$ cat src/rdm_pkg.sv
// Types and constants shared by the ramp dimmer files.
`timescale 1ns / 1ps
package rdm_pkg;

  localparam int unsigned LVL_W = 8;
  localparam int unsigned OP_W = 4;
  localparam int unsigned CFG_IDX_W = 4;
  localparam int unsigned CFG_DATA_W = 8;

  localparam logic [LVL_W-1:0] LEVEL_MAX = 8'hFF;
  localparam logic [LVL_W-1:0] LEVEL_ZERO = 8'h00;
  localparam logic [LVL_W-1:0] LEVEL_ONE = 8'h01;
  localparam logic [LVL_W-1:0] RAMP_STEP_RST = 8'h05;

  localparam logic [CFG_IDX_W-1:0] REG_LAMP_MODE = 4'd0;
  localparam logic [CFG_IDX_W-1:0] REG_RAMP_STEP = 4'd1;

  localparam logic LAMP_ONOFF    = 1'b0;
  localparam logic LAMP_DIMMABLE = 1'b1;

  typedef enum logic [OP_W-1:0] {
    OP_TICK      = 4'd0,
    OP_TOGGLE    = 4'd1,
    OP_MAX       = 4'd2,
    OP_DIM_START = 4'd3,
    OP_DIM_STOP  = 4'd4,
    OP_OFF       = 4'd5,
    OP_ON        = 4'd6,
    OP_SET_LEVEL = 4'd7,
    OP_STORE_MEMO = 4'd8,
    OP_SET_MEMO  = 4'd9
  } op_t;

  typedef struct packed {
    logic             dimmable;
    logic [LVL_W-1:0] ramp_step;
  } cfg_t;

  typedef struct packed {
    logic [LVL_W-1:0] level;
    logic             level_changed;
    logic [LVL_W-1:0] memo_level;
    logic             memo_written;
  } res_t;

endpackage

$ cat src/rdm_ifs.sv
// Channel interfaces for commands, results and configuration writes.
`timescale 1ns / 1ps
interface rdm_in_if
  import rdm_pkg::*;
();
  logic             valid;
  logic             ready;
  logic [OP_W-1:0]  opcode;
  logic [LVL_W-1:0] operand;
  modport source (output valid, opcode, operand, input ready);
  modport sink (input valid, opcode, operand, output ready);
endinterface

interface rdm_out_if
  import rdm_pkg::*;
();
  logic             valid;
  logic             ready;
  logic [LVL_W-1:0] level;
  logic             level_changed;
  logic [LVL_W-1:0] memo_level;
  logic             memo_written;
  modport source (output valid, level, level_changed, memo_level, memo_written, input ready);
  modport sink (input valid, level, level_changed, memo_level, memo_written, output ready);
endinterface

interface rdm_cfg_if
  import rdm_pkg::*;
();
  logic                  valid;
  logic                  ready;
  logic [CFG_IDX_W-1:0]  idx;
  logic [CFG_DATA_W-1:0] data;
  modport source (output valid, idx, data, input ready);
  modport sink (input valid, idx, data, output ready);
endinterface

$ cat src/rdm_cfg_regs.sv
// Configuration registers: light type and ramp step.
`timescale 1ns / 1ps
module rdm_cfg_regs
  import rdm_pkg::*;
(
  input  logic  clk,
  input  logic  rst_n,
  rdm_cfg_if.sink cfg_ch,
  output cfg_t  cfg
);

  logic             dimmable_r;
  logic [LVL_W-1:0] ramp_step_r;

  assign cfg_ch.ready = 1'b1;

  always_ff @(posedge clk) begin
    if (!rst_n) begin
      dimmable_r  <= LAMP_DIMMABLE;
      ramp_step_r <= RAMP_STEP_RST;
    end else if (cfg_ch.valid) begin
      unique case (cfg_ch.idx)
        REG_LAMP_MODE: dimmable_r <= cfg_ch.data[0];
        REG_RAMP_STEP:  ramp_step_r <= cfg_ch.data[LVL_W-1:0];
        default: ;
      endcase
    end
  end

  assign cfg.dimmable  = dimmable_r;
  assign cfg.ramp_step = ramp_step_r;

endmodule

$ cat src/rdm_ctrl.sv
// Level, memo and ramp state with the per-command update logic.
`timescale 1ns / 1ps
module rdm_ctrl
  import rdm_pkg::*;
(
  input  logic             clk,
  input  logic             rst_n,
  input  cfg_t             cfg,
  input  logic             adv,
  input  logic [OP_W-1:0]  opcode,
  input  logic [LVL_W-1:0] operand,
  output res_t             res
);

  logic [LVL_W-1:0] level_r, level_nxt;
  logic [LVL_W-1:0] memo_r, memo_nxt;
  logic             ramping_r, ramping_nxt;
  logic             down_r, down_nxt;
  logic             memo_wr;
  logic             tick_dir;
  logic [LVL_W:0]   up_sum;
  logic [LVL_W-1:0] up_lvl;
  logic [LVL_W-1:0] dn_lvl;
  op_t              op;

  assign op     = op_t'(opcode);
  assign up_sum = {1'b0, level_r} + {1'b0, cfg.ramp_step};
  assign up_lvl = up_sum[LVL_W] ? LEVEL_MAX : up_sum[LVL_W-1:0];
  assign dn_lvl = (level_r >= cfg.ramp_step) ? (level_r - cfg.ramp_step) : LEVEL_ZERO;

  always_comb begin
    if (level_r == LEVEL_MAX) begin
      tick_dir = 1'b1;
    end else if (level_r == LEVEL_ZERO) begin
      tick_dir = 1'b0;
    end else begin
      tick_dir = down_r;
    end
  end

  always_comb begin
    level_nxt   = level_r;
    memo_nxt    = memo_r;
    ramping_nxt = ramping_r;
    down_nxt    = down_r;
    memo_wr     = 1'b0;
    unique case (op)
      OP_TICK: begin
        if (cfg.dimmable && ramping_r) begin
          down_nxt  = tick_dir;
          level_nxt = tick_dir ? dn_lvl : up_lvl;
        end
      end
      OP_TOGGLE: begin
        if (cfg.dimmable) begin
          level_nxt = (level_r != LEVEL_ZERO) ? LEVEL_ZERO : memo_r;
        end else begin
          level_nxt = (level_r == LEVEL_ZERO) ? LEVEL_ONE : LEVEL_ZERO;
        end
      end
      OP_MAX: begin
        if (cfg.dimmable) begin
          level_nxt = LEVEL_MAX;
        end
      end
      OP_DIM_START: begin
        if (cfg.dimmable) begin
          ramping_nxt = 1'b1;
        end
      end
      OP_DIM_STOP: begin
        if (cfg.dimmable) begin
          ramping_nxt = 1'b0;
          memo_nxt    = level_r;
          memo_wr     = 1'b1;
          down_nxt    = ~down_r;
        end
      end
      OP_OFF:       level_nxt = LEVEL_ZERO;
      OP_ON:        level_nxt = cfg.dimmable ? memo_r : LEVEL_ONE;
      OP_SET_LEVEL: level_nxt = operand;
      OP_STORE_MEMO: begin
        memo_nxt = level_r;
        memo_wr  = 1'b1;
      end
      OP_SET_MEMO: begin
        memo_nxt = operand;
        memo_wr  = 1'b1;
      end
      default: ;
    endcase
  end

  always_ff @(posedge clk) begin
    if (!rst_n) begin
      level_r   <= LEVEL_ZERO;
      memo_r    <= LEVEL_MAX;
      ramping_r <= 1'b0;
      down_r    <= 1'b0;
    end else if (adv) begin
      level_r   <= level_nxt;
      memo_r    <= memo_nxt;
      ramping_r <= ramping_nxt;
      down_r    <= down_nxt;
    end
  end

  assign res.level         = level_nxt;
  assign res.level_changed = (level_nxt != level_r);
  assign res.memo_level    = memo_nxt;
  assign res.memo_written  = memo_wr;

  a_level_hold: assert property (@(posedge clk) disable iff (!rst_n)
    (adv && !res.level_changed) |=> (level_r == $past(level_r)))
    else $error("level moved without a change flag");

  a_memo_hold: assert property (@(posedge clk) disable iff (!rst_n)
    (adv && !res.memo_written) |=> (memo_r == $past(memo_r)))
    else $error("memo moved without a write flag");

  a_onoff_max: assert property (@(posedge clk) disable iff (!rst_n)
    (adv && !cfg.dimmable && (op == OP_MAX || op == OP_DIM_START || op == OP_DIM_STOP))
    |=> ($stable(level_r) && $stable(memo_r) && $stable(ramping_r)))
    else $error("dimmer command acted in on/off mode");

endmodule

$ cat src/ramp_dimmer_with_memory.sv
// Top level of the ramp dimmer with memorised level.
//
// Channels: in_ch takes one command or tick per transaction (opcode, operand);
// out_ch returns exactly one result per command (level, level_changed,
// memo_level, memo_written), in order; cfg_ch writes the lamp mode (index 0)
// and ramp_step (index 1) and is always ready. Write configuration only
// while no command is in flight.
// A command accepted on in_ch is held in the input register; its result is
// computed by the level update logic and captured in the result register,
// from which it is presented on out_ch until taken. The block takes one
// command per cycle while the receiver keeps out_ch ready, set by the single
// register-to-register pass through the level update logic.
// Reset (rst_n low, synchronous) empties both registers, sets level 0,
// memo 255, ramping off, direction up, dimmable mode and a step of 5.
// When the receiver stalls the result register holds, the input register
// still fills, and in_ch.ready drops only once both are occupied.
`timescale 1ns / 1ps
module ramp_dimmer_with_memory
  import rdm_pkg::*;
(
  input  logic      clk,
  input  logic      rst_n,
  rdm_in_if.sink    in_ch,
  rdm_out_if.source out_ch,
  rdm_cfg_if.sink   cfg_ch
);

  cfg_t             cfg;
  res_t             res;
  logic             s1_valid_r;
  logic [OP_W-1:0]  s1_op_r;
  logic [LVL_W-1:0] s1_operand_r;
  logic             out_valid_r;
  res_t             out_res_r;
  logic             adv;

  assign adv         = s1_valid_r && (!out_valid_r || out_ch.ready);
  assign in_ch.ready = !s1_valid_r || adv;

  rdm_cfg_regs u_cfg (
    .clk    (clk),
    .rst_n  (rst_n),
    .cfg_ch (cfg_ch),
    .cfg    (cfg)
  );

  rdm_ctrl u_ctrl (
    .clk     (clk),
    .rst_n   (rst_n),
    .cfg     (cfg),
    .adv     (adv),
    .opcode  (s1_op_r),
    .operand (s1_operand_r),
    .res     (res)
  );

  always_ff @(posedge clk) begin
    if (!rst_n) begin
      s1_valid_r <= 1'b0;
    end else if (in_ch.ready) begin
      s1_valid_r <= in_ch.valid;
    end
  end

  always_ff @(posedge clk) begin
    if (in_ch.valid && in_ch.ready) begin
      s1_op_r      <= in_ch.opcode;
      s1_operand_r <= in_ch.operand;
    end
  end

  always_ff @(posedge clk) begin
    if (!rst_n) begin
      out_valid_r <= 1'b0;
    end else if (!out_valid_r || out_ch.ready) begin
      out_valid_r <= s1_valid_r;
    end
  end

  always_ff @(posedge clk) begin
    if (adv) begin
      out_res_r <= res;
    end
  end

  assign out_ch.valid         = out_valid_r;
  assign out_ch.level         = out_res_r.level;
  assign out_ch.level_changed = out_res_r.level_changed;
  assign out_ch.memo_level    = out_res_r.memo_level;
  assign out_ch.memo_written  = out_res_r.memo_written;

  a_ready_when_empty: assert property (@(posedge clk) disable iff (!rst_n)
    !out_valid_r |-> in_ch.ready)
    else $error("input stalled with an empty result register");

  a_adv_fills_out: assert property (@(posedge clk) disable iff (!rst_n)
    adv |=> out_valid_r)
    else $error("result lost after advance");

  a_no_adv_empty: assert property (@(posedge clk) disable iff (!rst_n)
    (!s1_valid_r && (!out_valid_r || out_ch.ready)) |=> !out_valid_r)
    else $error("result invented with no command");

endmodule
$ cat src/flat_wrapper.sv
// flat-port wrapper written by rule: the top's interface ports become plain ports
module ramp_dimmer_with_memory_flat import rdm_pkg::*;
  (clk, rst_n, in_ch_valid, in_ch_opcode, in_ch_operand, in_ch_ready, out_ch_valid, out_ch_level, out_ch_level_changed, out_ch_memo_level, out_ch_memo_written, out_ch_ready, cfg_ch_valid, cfg_ch_idx, cfg_ch_data, cfg_ch_ready);
  rdm_in_if in_ch_i ();
  rdm_out_if out_ch_i ();
  rdm_cfg_if cfg_ch_i ();
  input  logic clk;
  input  logic rst_n;
  input wire logic [$bits(in_ch_i.valid)-1:0] in_ch_valid;
  input wire logic [$bits(in_ch_i.opcode)-1:0] in_ch_opcode;
  input wire logic [$bits(in_ch_i.operand)-1:0] in_ch_operand;
  output wire logic [$bits(in_ch_i.ready)-1:0] in_ch_ready;
  output wire logic [$bits(out_ch_i.valid)-1:0] out_ch_valid;
  output wire logic [$bits(out_ch_i.level)-1:0] out_ch_level;
  output wire logic [$bits(out_ch_i.level_changed)-1:0] out_ch_level_changed;
  output wire logic [$bits(out_ch_i.memo_level)-1:0] out_ch_memo_level;
  output wire logic [$bits(out_ch_i.memo_written)-1:0] out_ch_memo_written;
  input wire logic [$bits(out_ch_i.ready)-1:0] out_ch_ready;
  input wire logic [$bits(cfg_ch_i.valid)-1:0] cfg_ch_valid;
  input wire logic [$bits(cfg_ch_i.idx)-1:0] cfg_ch_idx;
  input wire logic [$bits(cfg_ch_i.data)-1:0] cfg_ch_data;
  output wire logic [$bits(cfg_ch_i.ready)-1:0] cfg_ch_ready;
  assign in_ch_i.valid = in_ch_valid;
  assign in_ch_i.opcode = in_ch_opcode;
  assign in_ch_i.operand = in_ch_operand;
  assign in_ch_ready = in_ch_i.ready;
  assign out_ch_valid = out_ch_i.valid;
  assign out_ch_level = out_ch_i.level;
  assign out_ch_level_changed = out_ch_i.level_changed;
  assign out_ch_memo_level = out_ch_i.memo_level;
  assign out_ch_memo_written = out_ch_i.memo_written;
  assign out_ch_i.ready = out_ch_ready;
  assign cfg_ch_i.valid = cfg_ch_valid;
  assign cfg_ch_i.idx = cfg_ch_idx;
  assign cfg_ch_i.data = cfg_ch_data;
  assign cfg_ch_ready = cfg_ch_i.ready;
  ramp_dimmer_with_memory u_core (.clk(clk), .rst_n(rst_n), .in_ch(in_ch_i), .out_ch(out_ch_i), .cfg_ch(cfg_ch_i));
endmodule
$ cat config.mk
export PLATFORM = sky130hd
export DESIGN_NAME = ramp_dimmer_with_memory_flat
export DESIGN_NICKNAME = d
export VERILOG_FILES = /design/src/rdm_pkg.sv /design/src/rdm_ifs.sv /design/src/rdm_cfg_regs.sv /design/src/rdm_ctrl.sv /design/src/ramp_dimmer_with_memory.sv /design/src/flat_wrapper.sv
export SDC_FILE = /design/constraint.sdc
export NUM_CORES = 1
export LEC_CHECK = 0
export BUFFER_PORTS_ARGS = -buffer_cell sky130_fd_sc_hd__buf_4
export CAP_MARGIN = 20
export CORE_ASPECT_RATIO = 0.5
export CORE_MARGIN = 3
export CORE_UTILIZATION = 30
export DETAILED_ROUTE_END_ITERATION = 12
export PLACE_DENSITY = 0.47
export SYNTH_ARGS = -nofsm -noshare
export SYNTH_HDL_FRONTEND = slang
export SYNTH_SLANG_ARGS = --single-unit
$ cat constraint.sdc
create_clock -name clk -period 4.77 [get_ports clk]
set_clock_uncertainty 0.2 [all_clocks]
set_input_delay 0.7155 -clock clk [delete_from_list [all_inputs] [get_ports clk]]
set_output_delay 0.7155 -clock clk [all_outputs]
set_load 0.05 [all_outputs]
# Yosys cells after proc, flatten, opt, wreduce, memory -nomap -nowiden
# Index checks and enable logic that the tools add are counted.
# totals
register_bits	59
latchBits	0
ram_bits	0
romBits	0
inputBits	29
out_inout_bits	21
wordCells	73
mem_count	0
# op_classes
add_sub_neg	2
multipliers	0
n_div	0
magnitude_cmp	1
eq_ne	15
shifts	0
n_mux	22
n_bitwise	1
n_reduce_logical	18
# ops
op	n
$mux W8	9
$pmux W8 S6	1
$pmux W8 S3	1
$eq A4 B3 Y1 const B	4
$add A8 B8 Y9	1
$eq A4 B1 Y1 const B	2
$eq A4 B2 Y1 const B	2
$eq A4 B4 Y1 const B	2
$eq A8 B8 Y1 const B	1
$ge A8 B8 Y1	1
$logic_not A4 Y1	2
$logic_not A8 Y1	1
$mux W1	8
$ne A8 B8 Y1	1
$reduce_and A4 Y1	2
$reduce_bool A8 Y1	1
$sub A8 B8 Y8	1
$pmux W1 S2	3
$ne A2 B1 Y1 const B	2
$reduce_and A2 Y1	2
$reduce_bool A2 Y1	2
$logic_and A1 B1 Y1	3
$logic_not A1 Y1	2
$logic_or A1 B1 Y1	2
3 further kinds	3

# Longest topological paths before layout
# Gate-level depths: netlist of run 1.
# depth
ltp_word	7
depth_mapped	13
ltp_nobuf	12

# By module
# Synthesis of run 1 repeated with hierarchy kept, for this count alone.
# unflattened
cells_unflattened	470
hier_area_um2	4031.4
# modules_own_cells
mod	instances	cells_per_inst	area_each_um2	seq_area_each_um2
rdm_ctrl	1	386	2618.8	360.3
ramp_dimmer_with_memory	1	39	1004.7	940.9
rdm_cfg_regs	1	45	407.9	180.2

# Least setup slack after synthesis of run 1
# No wires, ideal clock.
# synth_path
path_type	reg-to-reg
from	register u_core.u_ctrl.level_r[2]
to	register u_core.out_res_r (netlist bit u_core.out_ch.level_changed), data pin
arrival_time_ns	2.678
required_time_ns	4.303
path_slack_ns	1.624
stages_incl_launch_ff	11
path_cell_list	dfxtp_1 -> ha_1 -> clkbuf_1 -> nand2b_1 -> a2111o_1 -> a2111oi_0 -> nor4_1 -> nor3_1 -> nor3_1 -> nor4_1 -> nand3_1
# synth_rtl
item	line	text
from (decl)	rdm_ctrl.sv:15	logic [LVL_W-1:0] level_r, level_nxt;
from (signal assigned)	rdm_ctrl.sv:101	level_r <= level_nxt;
to (signal assigned)	ramp_dimmer_with_memory.sv:82	out_res_r <= res;
to (decl)	ramp_dimmer_with_memory.sv:34	res_t out_res_r;

==> results of run 1 <==
## final timing paths
kind                            startpoint                     endpoint  slack [ns]  cells after the start
setup / recovery  u_core.u_ctrl.level_r[3]  u_core.out_ch.level_changed        1.13                      9
hold / removal     u_core.u_ctrl.memo_r[3]      u_core.u_ctrl.memo_r[3]        0.32                      2
setup reg to reg  u_core.u_ctrl.level_r[3]  u_core.out_ch.level_changed        1.13                      9
hold reg to reg    u_core.u_ctrl.memo_r[3]      u_core.u_ctrl.memo_r[3]        0.32                      2
## cell usage in the layout, fill, tap and decap left out, drive strengths merged, types with 3 or more instances in the layout
cell and n:
a2111o 3, a2111oi 6, a211oi 6, a21boi 5, a21o 3, a21oi 24
a222oi 8, a31oi 11, and2 4, and3 5, buf 54, clkbuf 9
clkinv 3, dfxtp 29, edfxtp 30, ha 16, inv 30, mux2i 12
nand2 44, nand2b 9, nand3 20, nand4 7, nor2 32, nor2b 18
nor3 16, nor4 8, o211ai 14, o21a 5, o21ai 24, o31ai 4
or3 4, or3b 4, or4 3, or4b 3, xor2 4
## worst max-delay path, stage by stage, from the launching register on
cell	delay [ns]
dfxtp_1	0.62
ha_1	0.44
nor2b_1	0.22
a2111o_1	0.44
a2111oi_0	0.45
nor4_1	0.11
nor3_1	0.42
nor3_1	0.08
nor4_1	0.29
nand3_1	0.11
## final cells by class
cell class	count	area, µm²
multi-input cells	357	2390
fillers	1365	8160
clock buffers	9	225
flip-flops and latches	59	1480
inverters	29	109
repair buffers	54	405
clock inverters	7	76.3
well taps	170	213
## state kept, by name, indices dropped and copies added (netlist names)
| name | flops |
|---|---|
| u_core.out_ch.level | 8 |
| u_core.out_ch.memo_level | 8 |
| u_core.s1_operand_r | 8 |
| u_core.u_cfg.ramp_step_r | 8 |
| u_core.u_ctrl.level_r | 8 |
| u_core.u_ctrl.memo_r | 8 |
| u_core.s1_op_r | 4 |
| u_core.out_ch.level_changed | 1 |
| u_core.out_ch.memo_written | 1 |
| u_core.out_ch.valid | 1 |
| u_core.s1_valid_r | 1 |
| u_core.u_cfg.dimmable_r | 1 |
| u_core.u_ctrl.down_r | 1 |
| u_core.u_ctrl.ramping_r | 1 |
## layer usage
| metal | GRT usage | vias to the layer above |
|---|---|---|
| met1 | 0.255 | 1819 |
| li1 | - | 1857 |
| met5 | 0 | - |
| met2 | 0.240 | 153 |
| met4 | 0.0449 | 0 |
| met3 | 0.0358 | 11 |
## power by group through the flow
stage	Clock, µW	Sequential [µW]	Combinational, µW
after floorplan	0	620	167
after global placement	0	605	268
after detailed placement	0	605	265
after CTS	682	594	267
after global routing	705	599	293
final	660	595	269
## cells by family after synthesis
logic type,after synthesis
AND/OR/NAND/NOR,187
AO/OA/AOI/OAI,135
other,1
flip-flops,59
buffers and inverters,61
multiplexers,12
adder cells (fa/ha/maj),18
XOR/XNOR,4
## metrics by stage
stage,worst slack (ns),utilization,instance area [µm²],cells
2_1_floorplan,1.62,-,4150,477
3_3_place_gp,1.22,0.352,4600,669
3_5_place_dp,1.13,0.352,4600,669
4_1_cts,1.12,0.375,4900,685
5_1_grt,0.813,0.375,4900,685
6_report,1.13,0.375,4900,685
==> impl.org, run 1 <==
** Timing
- At the pin with the least slew margin, the transition time is 1.09 ns.
- Share of the cycle needed by the critical path after routing :: 0.764
- Hold Vio Cnt, Final :: 0
- Top achievable clock speed :: 274 MHz
- Headroom to the max-slew limit :: 0.269
- Min Tclk post-route :: 3.64 ns
- On the final layout, the worst hold slack is 0.319 ns.
- Setup violations, final :: 0
- The number of max-slew violations in the final report was 0.
- Final setup TNS :: 0 ns
- Unrepaired setup endpoints after global routing :: false

** Yosys
- Of all cell types, the one taking the most synthesized area is edfxtp_1.
- The portion of synthesized area spent on multiplexers is 0.0290.
- Most common flop cell mapped by yosys :: edfxtp_1
- Ranked by total cell area, the synthesized netlist is headed by edfxtp_1, dfxtp_1, ha_1, nand2_1, mux2i_1.
- Top cell type's share of synthesized area :: 0.217
- The synthesized design contains 30 enable-type register cells.
- In this run the cell area of the synthesized design comes to 0.00415 mm².
- Among all cell types in the netlist, the one instantiated most often is nand2_1.
- Of the total synthesized cell area, the portion taken by XOR and XNOR cells is 0.00845.
- Of the total synthesized cell area, the portion taken by full adders, half adders and majority gates is 0.0579.
- After synthesis, the largest family of logic cells by area is simple AND/OR/NAND/NOR gates.
- The area fraction in compound gates after synthesis came to 0.238.
- Yosys reg bits :: 59
- Simple-Gate Fraction of Synth Area :: 0.241
- Proportion of register bits with asynchronous set or reset after synthesis :: 0
- Total nets after synthesis :: 524
- Sorting the synthesized cells by how often they occur yields nand2_1, nor2_1, edfxtp_1.
- Count of unique library cells instantiated by Yosys :: 73
- Fraction of the yosys area taken by sequential cells :: 0.357
- Yosys printed 0 warnings.
- Per-instance average area after synthesis :: 8.69 µm²
- Count of mapped cells out of synthesis :: 477

** Cells and area
- Number of antenna repair diodes :: 0
- Final-stage net count :: 557
- In the final layout, the share of cells above drive strength 1 is 0.181.
- Area growth from synthesis to layout :: 18.1%

** Routing
- DR vias/cell :: 5.61
- Wirelength per Cell :: 18.2 µm
- Met3 wirelength from detailed routing :: 874 µm
- First-iteration detailed-routing DRC count :: 461
- Residual DRC count :: 0
- The routed design uses 5010 µm of met2 wire.
- The first TritonRoute pass finished after 5 iterations.
- Via Count :: 3840
- The highest metal layer carrying signal wires in the routed design is met4.
- Once detail routing completed, the nets flagged for antenna violations numbered 0.
- Summed over all layers, the routed wires come to 12500 µm.
- Total routed wire length on the met1 layer :: 6490 µm

** Clock network
- Cell at the root of the clock tree :: clkbuf_16
- TritonCTS clock tree :: done
- Post-CTS sizing :: 0
- Clk sink count :: 59
- The number of setup buffers added after CTS is 0.
- Clock-pin slew was measured on the worst setup and hold paths at 0.06 ns.
- Buffers from clock root to sink, at most :: 2
- Number of clock buffers inserted by TritonCTS :: 9
- Hold repair after CTS inserted 0 buffers.
- Source-to-sink clock delay at the later pin of the worst-skew pair :: 0.33 ns
- CTS H-tree depth :: 3

** Floorplanning
- Boundary Pins :: 50
- Starting density of the core :: 0.317
- Die area :: 0.0154 mm²
- Die Y-Extent :: 89.1 µm
- The core region is 0.0131 mm².
- Overall die width :: 172 µm
- Row count :: 29

** Power
- Of the total power, registers draw 0.391.
- Sum of internal, switching and leakage power :: 1520 µW
- The analysis attributes to cell leakage a power of 0.00193 µW.
- Maximum vdd drop :: 0.138 mV
- Internal power comes to 1070 µW.
- Power density of the placed cells :: 311 mW/mm²
- Of the total power, the share spent switching nets is 0.297.
- Of the total power, combinational logic draws 0.176.
- Switching pwr :: 452 µW
- Part of the total power dissipated in the clock network :: 0.433

** Global route
- In the global route stage, overall resource usage came out at 0.168.
- Wire length of the first global-routing pass :: 19900 µm
- Maximum number of pins on one net before global-route repair :: 31
- Number of global-route vias before repair :: 3523
- The initial antenna violation count was 0.
- After global routing the overflow that remains totals 0.

** Status
- The run finished with clean final reports.

** Placement
- The HPWL after detailed placement is 9050 µm.
- Number of buffer cells added on primary ports :: 48
- Final weighted congestion of routability-driven global placement :: 0.936

** Worst setup path
- Data on the critical path arrives at its endpoint at 3.52 ns.
- Critical path required time :: 4.64 ns
- By startpoint and endpoint, the worst setup path is classified as reg2reg.
- The worst setup path is launched from a register.
- Crit path capture type :: register
- In this run the worst path has a maximum fanout of 12.

** Flow run
- Number of maximum-capacitance constraint violations :: 0

** Worst hold path
- In this run the worst hold path is classified as reg2reg.
Power figures use the tool's default switching activity.
==> run 2, diff against run 1 <==
--- a/config.mk
+++ b/config.mk
@@ -11,7 +11,7 @@
 export CORE_MARGIN = 3
 export CORE_UTILIZATION = 30
 export DETAILED_ROUTE_END_ITERATION = 12
-export PLACE_DENSITY = 0.47
+export PLACE_DENSITY = 0.48
 export SYNTH_ARGS = -nofsm -noshare
 export SYNTH_HDL_FRONTEND = slang
 export SYNTH_SLANG_ARGS = --single-unit
==> constraint.sdc (replaced) <==
create_clock -name clk -period 3.2 [get_ports clk]
set_clock_uncertainty 0.2 [all_clocks]
set_input_delay 0.48 -clock clk [delete_from_list [all_inputs] [get_ports clk]]
set_output_delay 0.48 -clock clk [all_outputs]
set_load 0.05 [all_outputs]
==> impl.org, run 2 (synthesized netlist as in run 1, its figures left out) <==
** Placement
- Placed cells :: 726 (was 669)
- The worst slack at placement is -0.120 ns (was 1.13 ns).
- Number of buffer cells added on primary ports :: 48 (unchanged)
- Total half-perimeter wirelength after legalization and detailed placement :: 10200 µm (was 9050 µm)
- The routability congestion estimate from global placement was 0.935 (was 0.936).

** Worst setup path
- The maximum fanout along the worst path is 5 (was 12).
- The required arrival time at the worst endpoint was 3.08 ns (was 4.64 ns).
- Category of the most critical setup path :: reg2reg (unchanged)
- The type of origin of the critical path is a register (unchanged).
- The sort of element at the end of the critical path was a register (unchanged).
- The arrival time of the worst setup path was 3.00 ns (was 3.52 ns).

** Timing
- The actual slew at the worst max-slew pin is 0.949 ns (was 1.09 ns).
- Min Tclk post-route :: 3.12 ns (was 3.64 ns)
- The achievable clock frequency is 321 MHz (was 274 MHz).
- The number of max-slew violations in the final report came to 0 (unchanged).
- Setup slack after layout :: 0.0841 ns (was 1.13 ns)
- The worst slew slack as a fraction of its limit came to 0.360 (was 0.269).
- Unrepaired setup endpoints after global routing: true (was false).
- The number of failing setup endpoints in the final timing report came to 0 (unchanged).
- Hold Vio Cnt, Final :: 0 (unchanged)
- The post-route clock period utilization is 0.974 (was 0.764).

** Routing
- DR vias/cell :: 5.42 (was 5.61)
- The overall routed net length was 13800 µm (was 12500 µm).
- The number of vias after detailed routing was 4094 (was 3840).
- The DRC violation count after routing is 0 (unchanged).
- Antenna Violating Nets Remaining :: 0 (unchanged)
- Wirelength per Cell :: 18.2 µm (about the same)
- First-pass DRT Iterations :: 6 (was 5)
- First-iteration detailed-routing DRC count :: 418 (was 461)

** Floorplanning
- Starting density of the core :: 0.317 (unchanged)
- The die footprint came to 0.0154 mm² (unchanged).
- The height of the die came to 89.1 µm (unchanged).
- The total core area came to 0.0131 mm² (unchanged).
- The boundary pin count was 50 (unchanged).
- The chip width came to 172 µm (unchanged).
- Row count :: 29 (unchanged)

** Clock network
- The H-tree depth is 3 (unchanged).
- Source-to-sink clock delay at the later pin of the worst-skew pair :: 0.34 ns (was 0.33 ns)
- Number of clock buffers inserted by TritonCTS :: 9 (unchanged)
- The TritonCTS clock tree is done (unchanged).
- Cell at the root of the clock tree :: clkbuf_16 (unchanged)
- Buffers from clock root to sink, at most :: 2 (unchanged)
- The clock-pin slew on the worst setup and hold paths came to 0.06 ns (about the same).
- Clk sink count :: 59 (unchanged)
- Hold-fix buffer count after cts :: 0 (unchanged)

** Cells and area
- The final non-filler cell total was 755 (was 685).
- The count of inserted antenna diode cells came to 0 (unchanged).
- Top library cells by usage in the layout, fill and taps aside: buf_4, nand2_1, nor2_1, edfxtp_1, inv_1 (was buf_4, nand2_1, nor2_1).
- The most common cell after layout, fill and taps aside was buf_4 (unchanged).
- Share of the core filled with cells in the final layout :: 0.429 (was 0.375)
- Area growth from synthesis to layout :: 35.2% (was 18.1%)
- Final-stage net count :: 627 (was 557)
- The filler cell count came to 1308 (was 1365).
- The share of final-layout standard cells stronger than drive strength 1 was 0.320 (was 0.181).

** Global route
- Number of global-route vias before repair :: 3767 (was 3523)
- Wire length of the first global-routing pass :: 21300 µm (was 19900 µm)
- The maximum number of pins on one net before global-route repair was 31 (unchanged).
- GRT Total Usage :: 0.182 (was 0.168)
- Overall overflow remaining after global route :: 0 (unchanged)
- Antenna violations before repair :: 0 (unchanged)

** Power
- The cell area power density is 410 mW/mm² (was 311 mW/mm²).
- The reported leakage power came to 0.00228 µW (was 0.00193 µW).
- Maximum vdd drop :: 0.218 mV (was 0.138 mV)
- Sum of internal, switching and leakage power :: 2300 µW (was 1520 µW)

** Flow run
- The max-cap violation count is 0 (unchanged).

** Worst hold path
- The type of the most critical hold path is in2reg (was reg2reg).

** Status
- Run status: completed (unchanged).
run 2: report_power, final:
part | switching [µW] | internal, µW
Sequential | 29.9 | 841
Combinational | 302 | 215
Clock | 384 | 527
run 2: area by class of cell:
class	instances	area, µm²	share of cell area
Clock buffer	9	225	0.0402
Clock inverter	7	53.8	0.00960
Inverter	29	109	0.0194
Multi-Input combinational cell	357	2540	0.453
Sequential cell	59	1490	0.265
Tap cell	170	213	0.0379
Timing Repair Buffer	124	978	0.175
run 2: final timing paths:
path,start,to,slack [ns],cells after the start
setup / recovery,u_core.u_ctrl.level_r[2],u_core.out_ch.level_changed,0.08,12
hold / removal,in_ch_opcode[1],u_core.s1_op_r[1],0.11,1
setup reg to reg,u_core.u_ctrl.level_r[2],u_core.out_ch.level_changed,0.08,12
hold reg to reg,u_core.u_cfg.ramp_step_r[0],u_core.u_cfg.ramp_step_r[0],0.32,2
run 2: per-layer routing:
metal	global-route usage	routed length, µm
met1	0.267	6960
met2	0.273	5750
met3	0.0384	772
met4	0.0500	278
met5	0	0
run 2: repair_timing:
item,in CTS,in global routing
setup buffers,0,13
pin swaps,2,17
gates resized for setup,6,37
setup endpoints to repair,1,7
run 2: stage by stage:
stage               TNS, ns  cell area, µm²  hold WS [ns]
floorplan                 0            4150         0.272
global placement     -0.167            5040         0.295
detailed placement   -0.120            5040         0.302
CTS                       0            5330         0.106
global route        -0.0959            5610        0.0990
finish                    0            5610         0.111
run 2: worst max-delay path, cell delays in order, from the launching register on:
cell and delay [ns]:
dfxtp_2 0.34, buf_6 0.12, or4_4 0.60, buf_6 0.16, o31ai_4 0.27, buf_6 0.15, nand3_1 0.06, nand2_1 0.17
nor3_1 0.10, buf_4 0.17, and3_1 0.15, nor4_1 0.27, nand3_1 0.11
